==> config.mk <==
export PLATFORM = sky130hd
export DESIGN_NAME = mec_cfg_regs
export DESIGN_NICKNAME = d
export VERILOG_FILES = /design/src/rtl/mec_pkg.sv /design/src/rtl/mec_cfg_regs.sv
export SDC_FILE = /design/constraint.sdc
export NUM_CORES = 1
export LEC_CHECK = 0
export BUFFER_PORTS_ARGS = -buffer_cell sky130_fd_sc_hd__buf_2
export CORE_UTILIZATION = 47
export CTS_BUF_LIST = sky130_fd_sc_hd__clkbuf_2 sky130_fd_sc_hd__clkbuf_4 sky130_fd_sc_hd__clkbuf_8
export DETAILED_ROUTE_END_ITERATION = 16
export PLACE_DENSITY = 0.9
export SLEW_MARGIN = 20
export SYNTH_ARGS = -nofsm -noshare
export SYNTH_HDL_FRONTEND = slang
export SYNTH_SLANG_ARGS = --single-unit
==> constraint.sdc <==
create_clock -name clk -period 0.98 [get_ports clk]
set_clock_uncertainty 0.05 [all_clocks]
set_input_delay 0.098 -clock clk [delete_from_list [all_inputs] [get_ports clk]]
set_output_delay 0.098 -clock clk [all_outputs]
set_load 0.1 [all_outputs]
==> src/rtl/mec_pkg.sv <==
// Package for the Mandelbrot escape counter: widths, reset values, register
// indexes and the shared structs. No dependencies.
`timescale 1ns / 1ps
`default_nettype none

package mec_pkg;

  localparam int LIMIT_W   = 16;
  localparam int CFG_W     = 32;
  localparam int IDX_W     = 3;
  localparam int DIM_W     = 12;
  localparam int MAX_DIM   = 4096;
  localparam int FRAC_BITS = 28;

  localparam int MW  = 32;
  localparam int PW  = 2 * MW;
  localparam int CW  = CFG_W + DIM_W + 1;
  localparam int XW  = FRAC_BITS + 2;
  localparam int SQW = FRAC_BITS + 2;
  localparam int XYW = FRAC_BITS + 4;
  localparam int NW  = CW + 1;

  localparam logic [IDX_W-1:0] REG_LIMIT       = 3'd0;
  localparam logic [IDX_W-1:0] REG_REAL_ORIGIN = 3'd1;
  localparam logic [IDX_W-1:0] REG_IMAG_ORIGIN = 3'd2;
  localparam logic [IDX_W-1:0] REG_REAL_STEP   = 3'd3;
  localparam logic [IDX_W-1:0] REG_IMAG_STEP   = 3'd4;

  localparam logic [LIMIT_W-1:0] LIMIT_RST  = 16'd10000;
  localparam logic [CFG_W-1:0]   ORIGIN_RST = 32'hE000_0000;
  localparam logic [CFG_W-1:0]   STEP_RST   = 32'd1342177;

  typedef struct packed {
    logic [LIMIT_W-1:0] iteration_limit;
    logic [CFG_W-1:0]   real_origin;
    logic [CFG_W-1:0]   imag_origin;
    logic [CFG_W-1:0]   real_step;
    logic [CFG_W-1:0]   imag_step;
  } mec_cfg_t;

  typedef struct packed {
    logic          en;
    logic [MW-1:0] a0;
    logic [MW-1:0] b0;
    logic [MW-1:0] a1;
    logic [MW-1:0] b1;
    logic [MW-1:0] a2;
    logic [MW-1:0] b2;
  } mec_mul_cmd_t;

  typedef struct packed {
    logic [PW-1:0] p0;
    logic [PW-1:0] p1;
    logic [PW-1:0] p2;
  } mec_mul_res_t;

  function automatic logic [DIM_W-1:0] clamp_dim(input logic [DIM_W-1:0] v);
    if (32'(v) >= MAX_DIM) begin
      return DIM_W'(MAX_DIM - 1);
    end
    return v;
  endfunction

endpackage

`default_nettype wire

==> src/rtl/mec_cfg_regs.sv <==
// Configuration register file of the Mandelbrot escape counter.
// Depends on mec_pkg.
`timescale 1ns / 1ps
`default_nettype none

module mec_cfg_regs (
  input  wire                         clk,
  input  wire                         rst_n,
  input  wire                         cfg_we,
  input  wire [mec_pkg::IDX_W-1:0]    cfg_index,
  input  wire [mec_pkg::CFG_W-1:0]    cfg_wdata,
  output mec_pkg::mec_cfg_t           cfg
);
  import mec_pkg::*;

  mec_cfg_t cfg_r;
  mec_cfg_t cfg_nxt;

  always_comb begin
    cfg_nxt = cfg_r;
    if (cfg_we) begin
      case (cfg_index)
        REG_LIMIT:       cfg_nxt.iteration_limit = cfg_wdata[LIMIT_W-1:0];
        REG_REAL_ORIGIN: cfg_nxt.real_origin = cfg_wdata;
        REG_IMAG_ORIGIN: cfg_nxt.imag_origin = cfg_wdata;
        REG_REAL_STEP:   cfg_nxt.real_step = cfg_wdata;
        REG_IMAG_STEP:   cfg_nxt.imag_step = cfg_wdata;
        default:         cfg_nxt = cfg_r;
      endcase
    end
  end

  always_ff @(posedge clk) begin
    if (!rst_n) begin
      cfg_r.iteration_limit <= LIMIT_RST;
      cfg_r.real_origin     <= ORIGIN_RST;
      cfg_r.imag_origin     <= ORIGIN_RST;
      cfg_r.real_step       <= STEP_RST;
      cfg_r.imag_step       <= STEP_RST;
    end else begin
      cfg_r <= cfg_nxt;
    end
  end

  assign cfg = cfg_r;

endmodule

`default_nettype wire

==> results.md <==
- Hold crit path type: primary input to flip-flop
- Share of layout cells above drive strength 1: 56.38%
- Initial antenna violation count: 4
- Chip width: 109.6 µm
- Worst path arrival time: 1.61 ns
- I/O Buffers: 181
- H-tree Lvls: 4
- Rows: 38
- Post-synthesis mux area share: 26.51%
- Setup slack after layout: -0.3690 ns
- Grt total ovfl: 0
- Simple-gate share of the synthesized area: 16.96%
- Detail Placement HPWL: 12590 µm
- Failing checks: negative setup slack
- Synth Net Count: 565
- Die ar.: 12000 µm²
- Critical Path, Cell by Cell: nand2_1 -> mux2i_1
- Final critical-path required period: 1.349 ns
- Most common cell after layout, fill and taps aside: buf_12
- Slew headroom: 54.02%
- RePlAce Congestion: 0.8652
- Detail Route Antenna Nets: 0
- Yosys warnings: 0
- Layout Nets: 864
- Worst-path clk slew: 0.10 ns
- Max stage delay on crit path: 0.58 ns
- Worst path required time: 1.24 ns
- Synth Area in Compound Gates: 0%
- Fin. Hold Viols: 0
- Synth Area in XOR/XNOR: 0%
- CTS Buf Count: 17
- Clock Latency Late Sink: 0.48 ns
- Pins Over Slew Limit: 0
- Vias post-DR: 5995
- Area leader, netlist: dfxtp_1
- Final setup viols: 165
- Clk root buf: clkbuf_8
- Final instance area: 10590 µm²
- Max-cap viol count: 0
- Final Cycle Share: 137.7%
- VDD IR max: 1.318 mV
- Register bit total from synthesis: 144
- Drt drc: 0
- CP Buf/Inv Count: 0
- CP Capture Type: flip-flop
- CTS sink cnt: 144
- Initial Util: 49.29%
- DP Area: 9080 µm²
- Avg Vias per Cell: 6.117
- Synth area leaders: dfxtp_1 (53%), mux2i_1 (27%), nand2_1 (9.9%), nor2b_1 (5.8%), buf_2 (1.3%)
- RSZ-0062 raised after global routing: yes
- Least-Margin Pin Slew: 0.6706 ns
- Clock Path Buffers: 2
- Boundary Pins: 182
- Layout area overhead: 94.78%
- Mapped Area: 5436 µm²
- Core Area: 11030 µm²
- Most frequent cells in the layout: buf_12 (157), mux2i_1 (143), nand2_1 (141), dfxtp_2 (94), buf_4 (91)
- Largest family of logic cells by synthesized area: multiplexers
- Number of global-route vias before repair: 5655
- WL/cell: 30.34 µm
- Drt first pass iters: 5
- Setup TNS Final: -30.38 ns
- Max FFs per register: 144
- Startpoint Class: flip-flop
- Kind of critical path: flip-flop to flip-flop
- WL final: 29740 µm
- Post-Synth Adder-Cell Area: 0%
- Initial DRC Count: 623
- Count of different cell masters after synthesis: 15
- CP Max Fanout: 2
- Post-Syn Area per Cell: 10.32 µm²
- CP max stage cell: mux2i_1
- Largest net degree at the start of global routing: 52
- Outcome: finished, violations left
- CTS tree: built
- First-pass GRT wire length: 32860 µm
- Cell area power density: 1349 nW/µm²
- Yosys top cell area share: 53.03%
- F_max: 0.7413 GHz
- Leak: 4.817 nW
- Die span in y: 109.6 µm
- GRT Util Overall: 38.17%
- Crit-path leading delay family: multiplexers
- Mapped Cells: 527
- Seq/Total Area, Yosys: 53.03%
[path summary, 6_finish.rpt]
path / from / endpoint / slack (ns) / cells after the start
worst max-delay path: cfg[22] / cfg[22] / -0.37 / 2
worst min-delay path: cfg_index[0] / cfg[137] / 0.05 / 3
worst max register to register: cfg[22] / cfg[22] / -0.37 / 2
worst min register to register: cfg[78] / cfg[78] / 0.46 / 2
[stage by stage]
| step | utilization, % | std cells | setup slack (ns) | total power, mW | hold WS, ns |
|---|---|---|---|---|---|
| floorplan | - | 527 | -0.07252 | 7.582 | 0.2020 |
| finish | 96.00 | 980 | -0.3690 | 14.29 | 0.05131 |
| detailed placement | 82.32 | 836 | -0.2728 | 8.542 | 0.3433 |
| global route | 96.00 | 980 | -0.4059 | 14.48 | 0.05510 |
| global placement | 82.32 | 836 | -0.2093 | 8.459 | 0.3187 |
| CTS | 92.50 | 943 | -0.1897 | 13.76 | 0.003175 |
[cells by family after synthesis]
family                 count (synthesis)
DFF                                  144
and+or+nand+nor                      200
muxes                                144
buffers and inverters                 39
[area by class of cell]
| cell class | instances | area (µm²) |
|---|---|---|
| tap | 140 | 175.2 |
| clock inverter | 14 | 190.2 |
| multi-input combinational | 344 | 2425 |
| fill | 226 | 441.7 |
| antenna | 1 | 2.502 |
| clock buffer | 18 | 247.7 |
| timing repair buffer | 319 | 4360 |
| sequential | 144 | 3188 |
[cells in the mapped netlist]
| master | count |
|---|---|
| dfxtp_1 | 144 |
| mux2i_1 | 144 |
| nand2_1 | 143 |
| nor2b_1 | 50 |
| buf_2 | 14 |
| clkbuf_1 | 14 |
| buf_1 | 5 |
| buf_4 | 5 |
| nand4bb_1 | 2 |
| and4b_1 | 1 |
| and4bb_1 | 1 |
| buf_6 | 1 |
| nand4b_1 | 1 |
| nor4b_1 | 1 |
| or4b_1 | 1 |
[where the power goes]
| part | switching [mW] | internal [mW] |
|---|---|---|
| logic | 1.66 | 0.996 |
| registers | 0.175 | 5.89 |
| clock network | 2.74 | 2.83 |
| total | 4.57 | 9.72 |
[layer usage]
layer | global-route usage, % | wire, µm | up-vias
li1 | - | - | 2332
met1 | 35.47 | 9468 | 2860
met2 | 70.89 | 14350 | 565
met3 | 12.86 | 3273 | 230
met4 | 24.48 | 2544 | 8
met5 | 0 | 100 | -
[worst reg2reg max path, stage by stage, from the launching register on]
cell,delay (ns)
dfxtp_2,0.38
nand2_1,0.17
mux2i_1,0.58
[timing repair]
action                                  CTS  global route
endpoints found under the setup margin  144           144
buffers inserted                         44            35
hold endpoints to repair                128             1
hold buffers                             31             1
resized for setup                        18            41
(Power assumes the default switching activity.)
