$ cat src/rtl/mec_pkg.sv
// Package for the Mandelbrot escape counter: widths, reset values, register
// indexes and the shared structs. No dependencies.
`timescale 1ns / 1ps
`default_nettype none

package mec_pkg;

  localparam int LIMIT_W   = 16;
  localparam int CFG_W     = 32;
  localparam int IDX_W     = 3;
  localparam int DIM_W     = 12;
  localparam int MAX_DIM   = 4096;
  localparam int FRAC_BITS = 28;

  localparam int MW  = 32;
  localparam int PW  = 2 * MW;
  localparam int CW  = CFG_W + DIM_W + 1;
  localparam int XW  = FRAC_BITS + 2;
  localparam int SQW = FRAC_BITS + 2;
  localparam int XYW = FRAC_BITS + 4;
  localparam int NW  = CW + 1;

  localparam logic [IDX_W-1:0] REG_LIMIT       = 3'd0;
  localparam logic [IDX_W-1:0] REG_REAL_ORIGIN = 3'd1;
  localparam logic [IDX_W-1:0] REG_IMAG_ORIGIN = 3'd2;
  localparam logic [IDX_W-1:0] REG_REAL_STEP   = 3'd3;
  localparam logic [IDX_W-1:0] REG_IMAG_STEP   = 3'd4;

  localparam logic [LIMIT_W-1:0] LIMIT_RST  = 16'd10000;
  localparam logic [CFG_W-1:0]   ORIGIN_RST = 32'hE000_0000;
  localparam logic [CFG_W-1:0]   STEP_RST   = 32'd1342177;

  typedef struct packed {
    logic [LIMIT_W-1:0] iteration_limit;
    logic [CFG_W-1:0]   real_origin;
    logic [CFG_W-1:0]   imag_origin;
    logic [CFG_W-1:0]   real_step;
    logic [CFG_W-1:0]   imag_step;
  } mec_cfg_t;

  typedef struct packed {
    logic          en;
    logic [MW-1:0] a0;
    logic [MW-1:0] b0;
    logic [MW-1:0] a1;
    logic [MW-1:0] b1;
    logic [MW-1:0] a2;
    logic [MW-1:0] b2;
  } mec_mul_cmd_t;

  typedef struct packed {
    logic [PW-1:0] p0;
    logic [PW-1:0] p1;
    logic [PW-1:0] p2;
  } mec_mul_res_t;

  function automatic logic [DIM_W-1:0] clamp_dim(input logic [DIM_W-1:0] v);
    if (32'(v) >= MAX_DIM) begin
      return DIM_W'(MAX_DIM - 1);
    end
    return v;
  endfunction

endpackage

`default_nettype wire

$ cat src/rtl/mec_seq.sv
// Sequencer and fixed-point datapath of the escape-time iteration.
// Drives the shared multiplier unit. Depends on mec_pkg.
`timescale 1ns / 1ps
`default_nettype none

module mec_seq (
  input  wire                         clk,
  input  wire                         rst_n,
  input  wire                         start,
  input  wire [mec_pkg::DIM_W-1:0]    in_column,
  input  wire [mec_pkg::DIM_W-1:0]    in_row,
  input  mec_pkg::mec_cfg_t           cfg,
  input  mec_pkg::mec_mul_res_t       mres,
  output mec_pkg::mec_mul_cmd_t       mcmd,
  output logic                        busy,
  output logic                        out_valid,
  output logic [mec_pkg::LIMIT_W-1:0] out_escape_count
);
  import mec_pkg::*;

  localparam logic [2:0] S_IDLE = 3'd0;
  localparam logic [2:0] S_CMUL = 3'd1;
  localparam logic [2:0] S_CADD = 3'd2;
  localparam logic [2:0] S_UPD  = 3'd3;
  localparam logic [2:0] S_MUL  = 3'd4;

  localparam logic signed [NW-1:0] TWO_N   = NW'(2) << FRAC_BITS;
  localparam logic [SQW:0]         FOUR_SQ = (SQW + 1)'(4) << FRAC_BITS;

  logic [2:0]               state_r, state_nxt;
  logic [DIM_W-1:0]         col_r, col_nxt, row_r, row_nxt;
  logic                     first_r, first_nxt;
  logic [LIMIT_W-1:0]       cnt_r, cnt_nxt, cnt_inc;
  logic signed [CW-1:0]     cx_r, cx_nxt, cy_r, cy_nxt;
  logic signed [XW-1:0]     x_r, x_nxt, y_r, y_nxt;
  logic                     out_valid_r, out_valid_nxt;
  logic [LIMIT_W-1:0]       out_cnt_r, out_cnt_nxt;

  logic signed [PW-1:0]     p0_sh, p1_sh, p2_sh;
  logic [SQW-1:0]           xx, yy;
  logic signed [XYW-1:0]    xy2;
  logic signed [SQW:0]      xx_s, yy_s;
  logic [SQW:0]             sq_sum;
  logic                     sq_esc;
  logic signed [NW-1:0]     x_new, y_new;
  logic                     out_rng;
  logic signed [CW-1:0]     cx_sum, cy_sum;

  assign p0_sh = $signed(mres.p0) >>> FRAC_BITS;
  assign p1_sh = $signed(mres.p1) >>> FRAC_BITS;
  assign p2_sh = $signed(mres.p2) >>> (FRAC_BITS - 1);

  assign xx  = first_r ? '0 : p0_sh[SQW-1:0];
  assign yy  = first_r ? '0 : p1_sh[SQW-1:0];
  assign xy2 = first_r ? '0 : p2_sh[XYW-1:0];

  assign xx_s   = $signed({1'b0, xx});
  assign yy_s   = $signed({1'b0, yy});
  assign sq_sum = {1'b0, xx} + {1'b0, yy};
  assign sq_esc = (sq_sum >= FOUR_SQ);

  assign x_new = NW'(cx_r) + NW'(xx_s) - NW'(yy_s);
  assign y_new = NW'(cy_r) + NW'(xy2);
  assign out_rng = (x_new >= TWO_N) || (x_new <= -TWO_N) ||
                   (y_new >= TWO_N) || (y_new <= -TWO_N);

  assign cnt_inc = cnt_r + LIMIT_W'(1);

  assign cx_sum = CW'($signed(cfg.real_origin)) + $signed(mres.p0[CW-1:0]);
  assign cy_sum = CW'($signed(cfg.imag_origin)) + $signed(mres.p1[CW-1:0]);

  always_comb begin
    state_nxt     = state_r;
    col_nxt       = col_r;
    row_nxt       = row_r;
    first_nxt     = first_r;
    cnt_nxt       = cnt_r;
    cx_nxt        = cx_r;
    cy_nxt        = cy_r;
    x_nxt         = x_r;
    y_nxt         = y_r;
    out_valid_nxt = 1'b0;
    out_cnt_nxt   = out_cnt_r;
    mcmd          = '0;

    case (state_r)
      S_IDLE: begin
        if (start) begin
          col_nxt   = clamp_dim(in_column);
          row_nxt   = clamp_dim(in_row);
          state_nxt = S_CMUL;
        end
      end
      S_CMUL: begin
        mcmd.en   = 1'b1;
        mcmd.a0   = MW'(col_r);
        mcmd.b0   = cfg.real_step;
        mcmd.a1   = MW'(row_r);
        mcmd.b1   = cfg.imag_step;
        state_nxt = S_CADD;
      end
      S_CADD: begin
        cx_nxt    = cx_sum;
        cy_nxt    = cy_sum;
        first_nxt = 1'b1;
        cnt_nxt   = '0;
        state_nxt = S_UPD;
      end
      S_UPD: begin
        if (sq_esc || (cnt_r == cfg.iteration_limit)) begin
          out_valid_nxt = 1'b1;
          out_cnt_nxt   = cnt_r;
          state_nxt     = S_IDLE;
        end else if (out_rng) begin
          out_valid_nxt = 1'b1;
          out_cnt_nxt   = cnt_inc;
          state_nxt     = S_IDLE;
        end else begin
          x_nxt     = x_new[XW-1:0];
          y_nxt     = y_new[XW-1:0];
          cnt_nxt   = cnt_inc;
          first_nxt = 1'b0;
          state_nxt = S_MUL;
        end
      end
      S_MUL: begin
        mcmd.en   = 1'b1;
        mcmd.a0   = MW'(x_r);
        mcmd.b0   = MW'(x_r);
        mcmd.a1   = MW'(y_r);
        mcmd.b1   = MW'(y_r);
        mcmd.a2   = MW'(x_r);
        mcmd.b2   = MW'(y_r);
        state_nxt = S_UPD;
      end
      default: begin
        state_nxt = S_IDLE;
      end
    endcase
  end

  always_ff @(posedge clk) begin
    if (!rst_n) begin
      state_r     <= S_IDLE;
      out_valid_r <= 1'b0;
    end else begin
      state_r     <= state_nxt;
      out_valid_r <= out_valid_nxt;
    end
  end

  always_ff @(posedge clk) begin
    col_r     <= col_nxt;
    row_r     <= row_nxt;
    first_r   <= first_nxt;
    cnt_r     <= cnt_nxt;
    cx_r      <= cx_nxt;
    cy_r      <= cy_nxt;
    x_r       <= x_nxt;
    y_r       <= y_nxt;
    out_cnt_r <= out_cnt_nxt;
  end

  assign busy             = (state_r != S_IDLE);
  assign out_valid        = out_valid_r;
  assign out_escape_count = out_cnt_r;

endmodule

`default_nettype wire

$ cat config.mk
export PLATFORM = sky130hd
export DESIGN_NAME = mec_seq
export DESIGN_NICKNAME = d
export VERILOG_FILES = /design/src/rtl/mec_pkg.sv /design/src/rtl/mec_seq.sv
export SDC_FILE = /design/constraint.sdc
export NUM_CORES = 1
export LEC_CHECK = 0
export BUFFER_PORTS_ARGS = -buffer_cell sky130_fd_sc_hd__buf_2
export CORE_ASPECT_RATIO = 0.6
export CORE_MARGIN = 2
export CORE_UTILIZATION = 45
export DETAILED_ROUTE_END_ITERATION = 12
export GPL_TIMING_DRIVEN = 0
export PLACE_DENSITY = 0.7
export SYNTH_ARGS = -nofsm -noshare
export SYNTH_HDL_FRONTEND = slang
export SYNTH_SLANG_ARGS = --single-unit
export TNS_END_PERCENT = 50
$ cat constraint.sdc
create_clock -name clk -period 13.41 [get_ports clk]
set_clock_uncertainty 0.05 [all_clocks]
set_input_delay 1.341 -clock clk [delete_from_list [all_inputs] [get_ports clk]]
set_output_delay 1.341 -clock clk [all_outputs]
set_load 0.005 [all_outputs]
==> impl_metrics.csv <==
group,metric,value,unit
setup_path,worstPathArrival,7.83,ns
setup_path,crit_family,"compound AO/OA/AOI/OAI gates",
setup_path,r2r_start,"first_r$_DFFE_PP_",
power_and_ir_drop,leakage,12.5,nW
detailed_routing,drc,0,
clock_network,cts_made_buffers,24,
clock_network,clk_latency,0.55,ns
detailed_routing,dr.pass1.iters,6,
detailed_routing,num_vias,20000,
power_and_ir_drop,irDropWorstVdd,0.0856,mV
layout,fillers,4249,
timing,hold_violations,0,
power_and_ir_drop,p_clk_share,27.2,%
clock_network,cts.clk_slew.worst_paths,0.06,ns
die,ioPinCount,574,
hold_path,min_to,"y_r[0]$_DFFE_PP_",
clock_network,cts_buffer_depth,3,
yosys,mappedNetlistNets,2904,
layout,syn_to_final_growth,21.1,%
yosys,ys_async_sr_fraction,0,%
setup_path,slowest_stage,"clkbuf_1",
setup_path,critPathLaunchType,"register",
clock_network,cts_tree,"done",
yosys,syn_area_per_cell,9.08,µm²
place,numPortBuffers,529,
setup_path,crit-reg2reg-capture,"y_r[25]$_DFFE_PP_",
die,dieArea,48200,µm²
detailed_routing,post_drt_wl_per_cell,20.2,µm
setup_path,r2r_cells,19,
layout,drive_gt1_share,23.1,%
timing,finalMaxSlewViolations,0,
yosys,ys_ff_latch,211,
timing,fmax,131,MHz
global_routing,grt_overflow,0,
timing,rsz0062_at_grt,"false",
setup_path,end_kind,"register",
layout,fin_area,25300,µm²
timing,post-route-period-util,56.9,%
hold_path,min_path_cells,1,
global_routing,grt_pass1_vias,18100,
clock_network,cts_hold_buffers,0,
setup_path,crit_fanout,10,
yosys,yosysSeqAreaShare,30.2,%
layout,final_cell_mix,"buf_2 (530), ha_1 (209), edfxtp_1 (207)",
yosys,synth_edf_count,207,
timing,setup_viol,0,
flow_run,cap_viol_max_count,0,
setup_path,crit_top_cell,"buf_6",
die,rows,61,
power_and_ir_drop,power.density,96.0,nW/µm²
clock_network,cts_sinks,211,
timing,tightest_slew,1.35,ns
power_and_ir_drop,p_int,0.00153,W
power_and_ir_drop,seqPwrFrac,33.6,%
setup_path,r2r_slack,5.79,ns
die,initial_core_util,45.3,%
place,routabilityCongestion,0.992,
setup_path,crit_required,13.61,ns
yosys,synth_flop_cell,"edfxtp_1",
detailed_routing,ant_nets,0,
clock_network,cts-root-buf,"clkbuf_16",
global_routing,track_usage,28.1,%
hold_path,holdCritStartpoint,"cy_r[0]$_DFFE_PP_",
yosys,yosysWarnings,0,
place,hpwl,59200,µm
setup_path,path_cells,"clkbuf_1 > clkbuf_1 > nor2b_1 > ha_1 > a211oi_1 > o21ai_0 > a211o_1 > nand3_1 > nand2_1 > a311oi_1 > and4_1 > nand4_1 > o31ai_1 > nand2_1 > nor3_2 > buf_6 > buf_6 > buf_6 > buf_6",
timing,final.setup.tns,0,ns
power_and_ir_drop,p_sw,0.000892,W
setup_path,crit_path_max_incr_delay,0.82,ns
setup_path,crit_buf_inv,6,
global_routing,antenna_found_initial,4,
die,fp.dieW,282,µm
timing,min_period,7.62,ns
die,core-area,46000,µm²
setup_path,crit_type,"reg -> reg",
yosys,synth_cells,2298,
layout,nNetsFinal,3472,
die,die_height,171,µm
power_and_ir_drop,p_comb_share,39.1,%
power_and_ir_drop,p_sw_share,36.8,%
detailed_routing,finalWirelength,71000,µm
status,status,"finished, final reports clean",
yosys,syn_area,20900,µm²
clock_network,cts_max_level,1,
layout,multiInputGateArea,13300,µm²
hold_path,min_path_type,"reg -> reg",
place,postPlaceCellArea,24500,µm²
layout,final_common_cell,"buf_2",
global_routing,grt_start_max_net_pins,36,
detailed_routing,drt_iter0_markers,1872,
layout,seq_area,6300,µm²
global_routing,grt_pass1_wl,105000,µm
detailed_routing,viasPerCell,5.68,
clock_network,cts_resized,0,
timing,slew_headroom,10.2,%
power_and_ir_drop,finalPower,0.00243,W
clock_network,post-cts-setup-buffers,0,
yosys,ys_types,90,
## worst register-to-register path, stage by stage (launching register included)
cell and delay (ns):
edfxtp_1 0.43, clkbuf_1 0.60, clkbuf_1 0.83, nor2b_1 0.21, ha_1 0.35, a211oi_1 0.31
o21ai_0 0.30, a211o_1 0.37, nand3_1 0.31, nand2_1 0.26, a311oi_1 0.78, and4_1 0.30
nand4_1 0.10, o31ai_1 0.67, nand2_1 0.14, nor3_2 0.56, buf_6 0.24, buf_6 0.17
buf_6 0.16, buf_6 0.17
## cell families (layout without fill, tap and decap cells)
| kind of cell | after synthesis | after routing | share of synthesized area [%] |
|---|---|---|---|
| adder cells (fa/ha/maj) | 243 | 243 | 15.8 |
| flip-flops | 211 | 211 | 30.2 |
| AND/OR/NAND/NOR | 660 | 660 | 17.2 |
| buffers and inverters | 301 | 886 | 6.20 |
| XOR/XNOR | 211 | 211 | 8.85 |
| AO/OA/AOI/OAI | 666 | 666 | 21.5 |
| multiplexers | 6 | 6 | 0.300 |
| other | 0 | 2 | 0 |
## sequential cells by signal (all words and copies together), names as in the netlist
name              cells
out_escape_count     16
col_r                12
cnt_r                16
row_r                12
x_r                  30
out_valid             1
y_r                  30
first_r               1
state_r               3
cx_r                 45
cy_r                 45
## final cells by class
| class | count | share of cell area [%] |
|---|---|---|
| Multi-Input combinational cell | 1786 | 52.6 |
| Sequential cell | 211 | 24.9 |
| Timing Repair Buffer | 542 | 11.1 |
| Tap cell | 630 | 3.12 |
| Inverter | 184 | 2.73 |
| Clock buffer | 32 | 2.61 |
| Buffer | 117 | 2.39 |
| Clock inverter | 11 | 0.421 |
| Antenna cell | 2 | 0.0198 |
## power groups by stage
stage | Combinational [W] | Sequential (W) | Clock, W
finish | 0.000950 | 0.000815 | 0.000661
global route | 0.00103 | 0.000818 | 0.000701
CTS | 0.000926 | 0.000815 | 0.000673
detailed placement | 0.000920 | 0.000829 | 0
global placement | 0.000895 | 0.000834 | 0
floorplan | 0.000618 | 0.000825 | 0
## layer usage
| metal | share of wire [%] | GRT usage [%] | vias to the layer above | routed length [µm] |
|---|---|---|---|---|
| met3 | 9.3 | 4.63 | 85 | 6570 |
| met5 | 0 | 0 | - | 0 |
| li1 | - | - | 9466 | - |
| met4 | 2.1 | 5.78 | 0 | 1480 |
| met2 | 40 | 39.3 | 933 | 28300 |
| met1 | 49 | 44.7 | 9487 | 34600 |
## synthesized netlist by cell type (14+ instances only)
library cell / count / area (µm²)
and3_1: 33 / 206
a31oi_1: 21 / 131
nor4_1: 16 / 100
nand4_1: 48 / 300
a21o_1: 160 / 1200
or3_1: 14 / 87.6
fa_1: 34 / 681
inv_1: 184 / 691
nand2_1: 116 / 435
o21ai_0: 89 / 445
and2_1: 76 / 475
nor2b_1: 77 / 482
nor2_1: 109 / 409
a211oi_1: 18 / 135
nand2b_1: 46 / 288
buf_4: 44 / 330
a21oi_1: 180 / 901
nor3_1: 32 / 160
ha_1: 209 / 2620
clkbuf_1: 73 / 274
edfxtp_1: 207 / 6220
xnor2_1: 155 / 1360
o21bai_1: 28 / 210
o21a_1: 37 / 278
nand3_1: 40 / 200
xor2_1: 56 / 490
## how the worst max path moves through the flow
stage	to	from	slack, ns	cells after the start
after floorplan	x_r[0]$_DFFE_PP_	mres[98]	3.72	16
after global placement	y_r[21]$_DFFE_PP_	first_r$_DFFE_PP_	0.67	19
after detailed placement	y_r[21]$_DFFE_PP_	first_r$_DFFE_PP_	5.87	19
after CTS	y_r[25]$_DFFE_PP_	first_r$_DFFE_PP_	5.80	19
after global routing	y_r[25]$_DFFE_PP_	first_r$_DFFE_PP_	5.38	19
final	y_r[25]$_DFFE_PP_	first_r$_DFFE_PP_	5.79	19
## per-stage QoR
stage	cells	util, %	worst slack, ns	hold WS, ns
2_1_floorplan	2298	-	3.72	0.488
4_1_cts	3512	54.9	5.80	0.558
3_5_place_dp	3469	53.2	5.87	0.553
6_report	3515	54.9	5.79	0.583
5_1_grt	3513	54.9	5.38	0.614
3_3_place_gp	3457	52.8	0.666	0.519
Power figures use the tool's default switching activity.
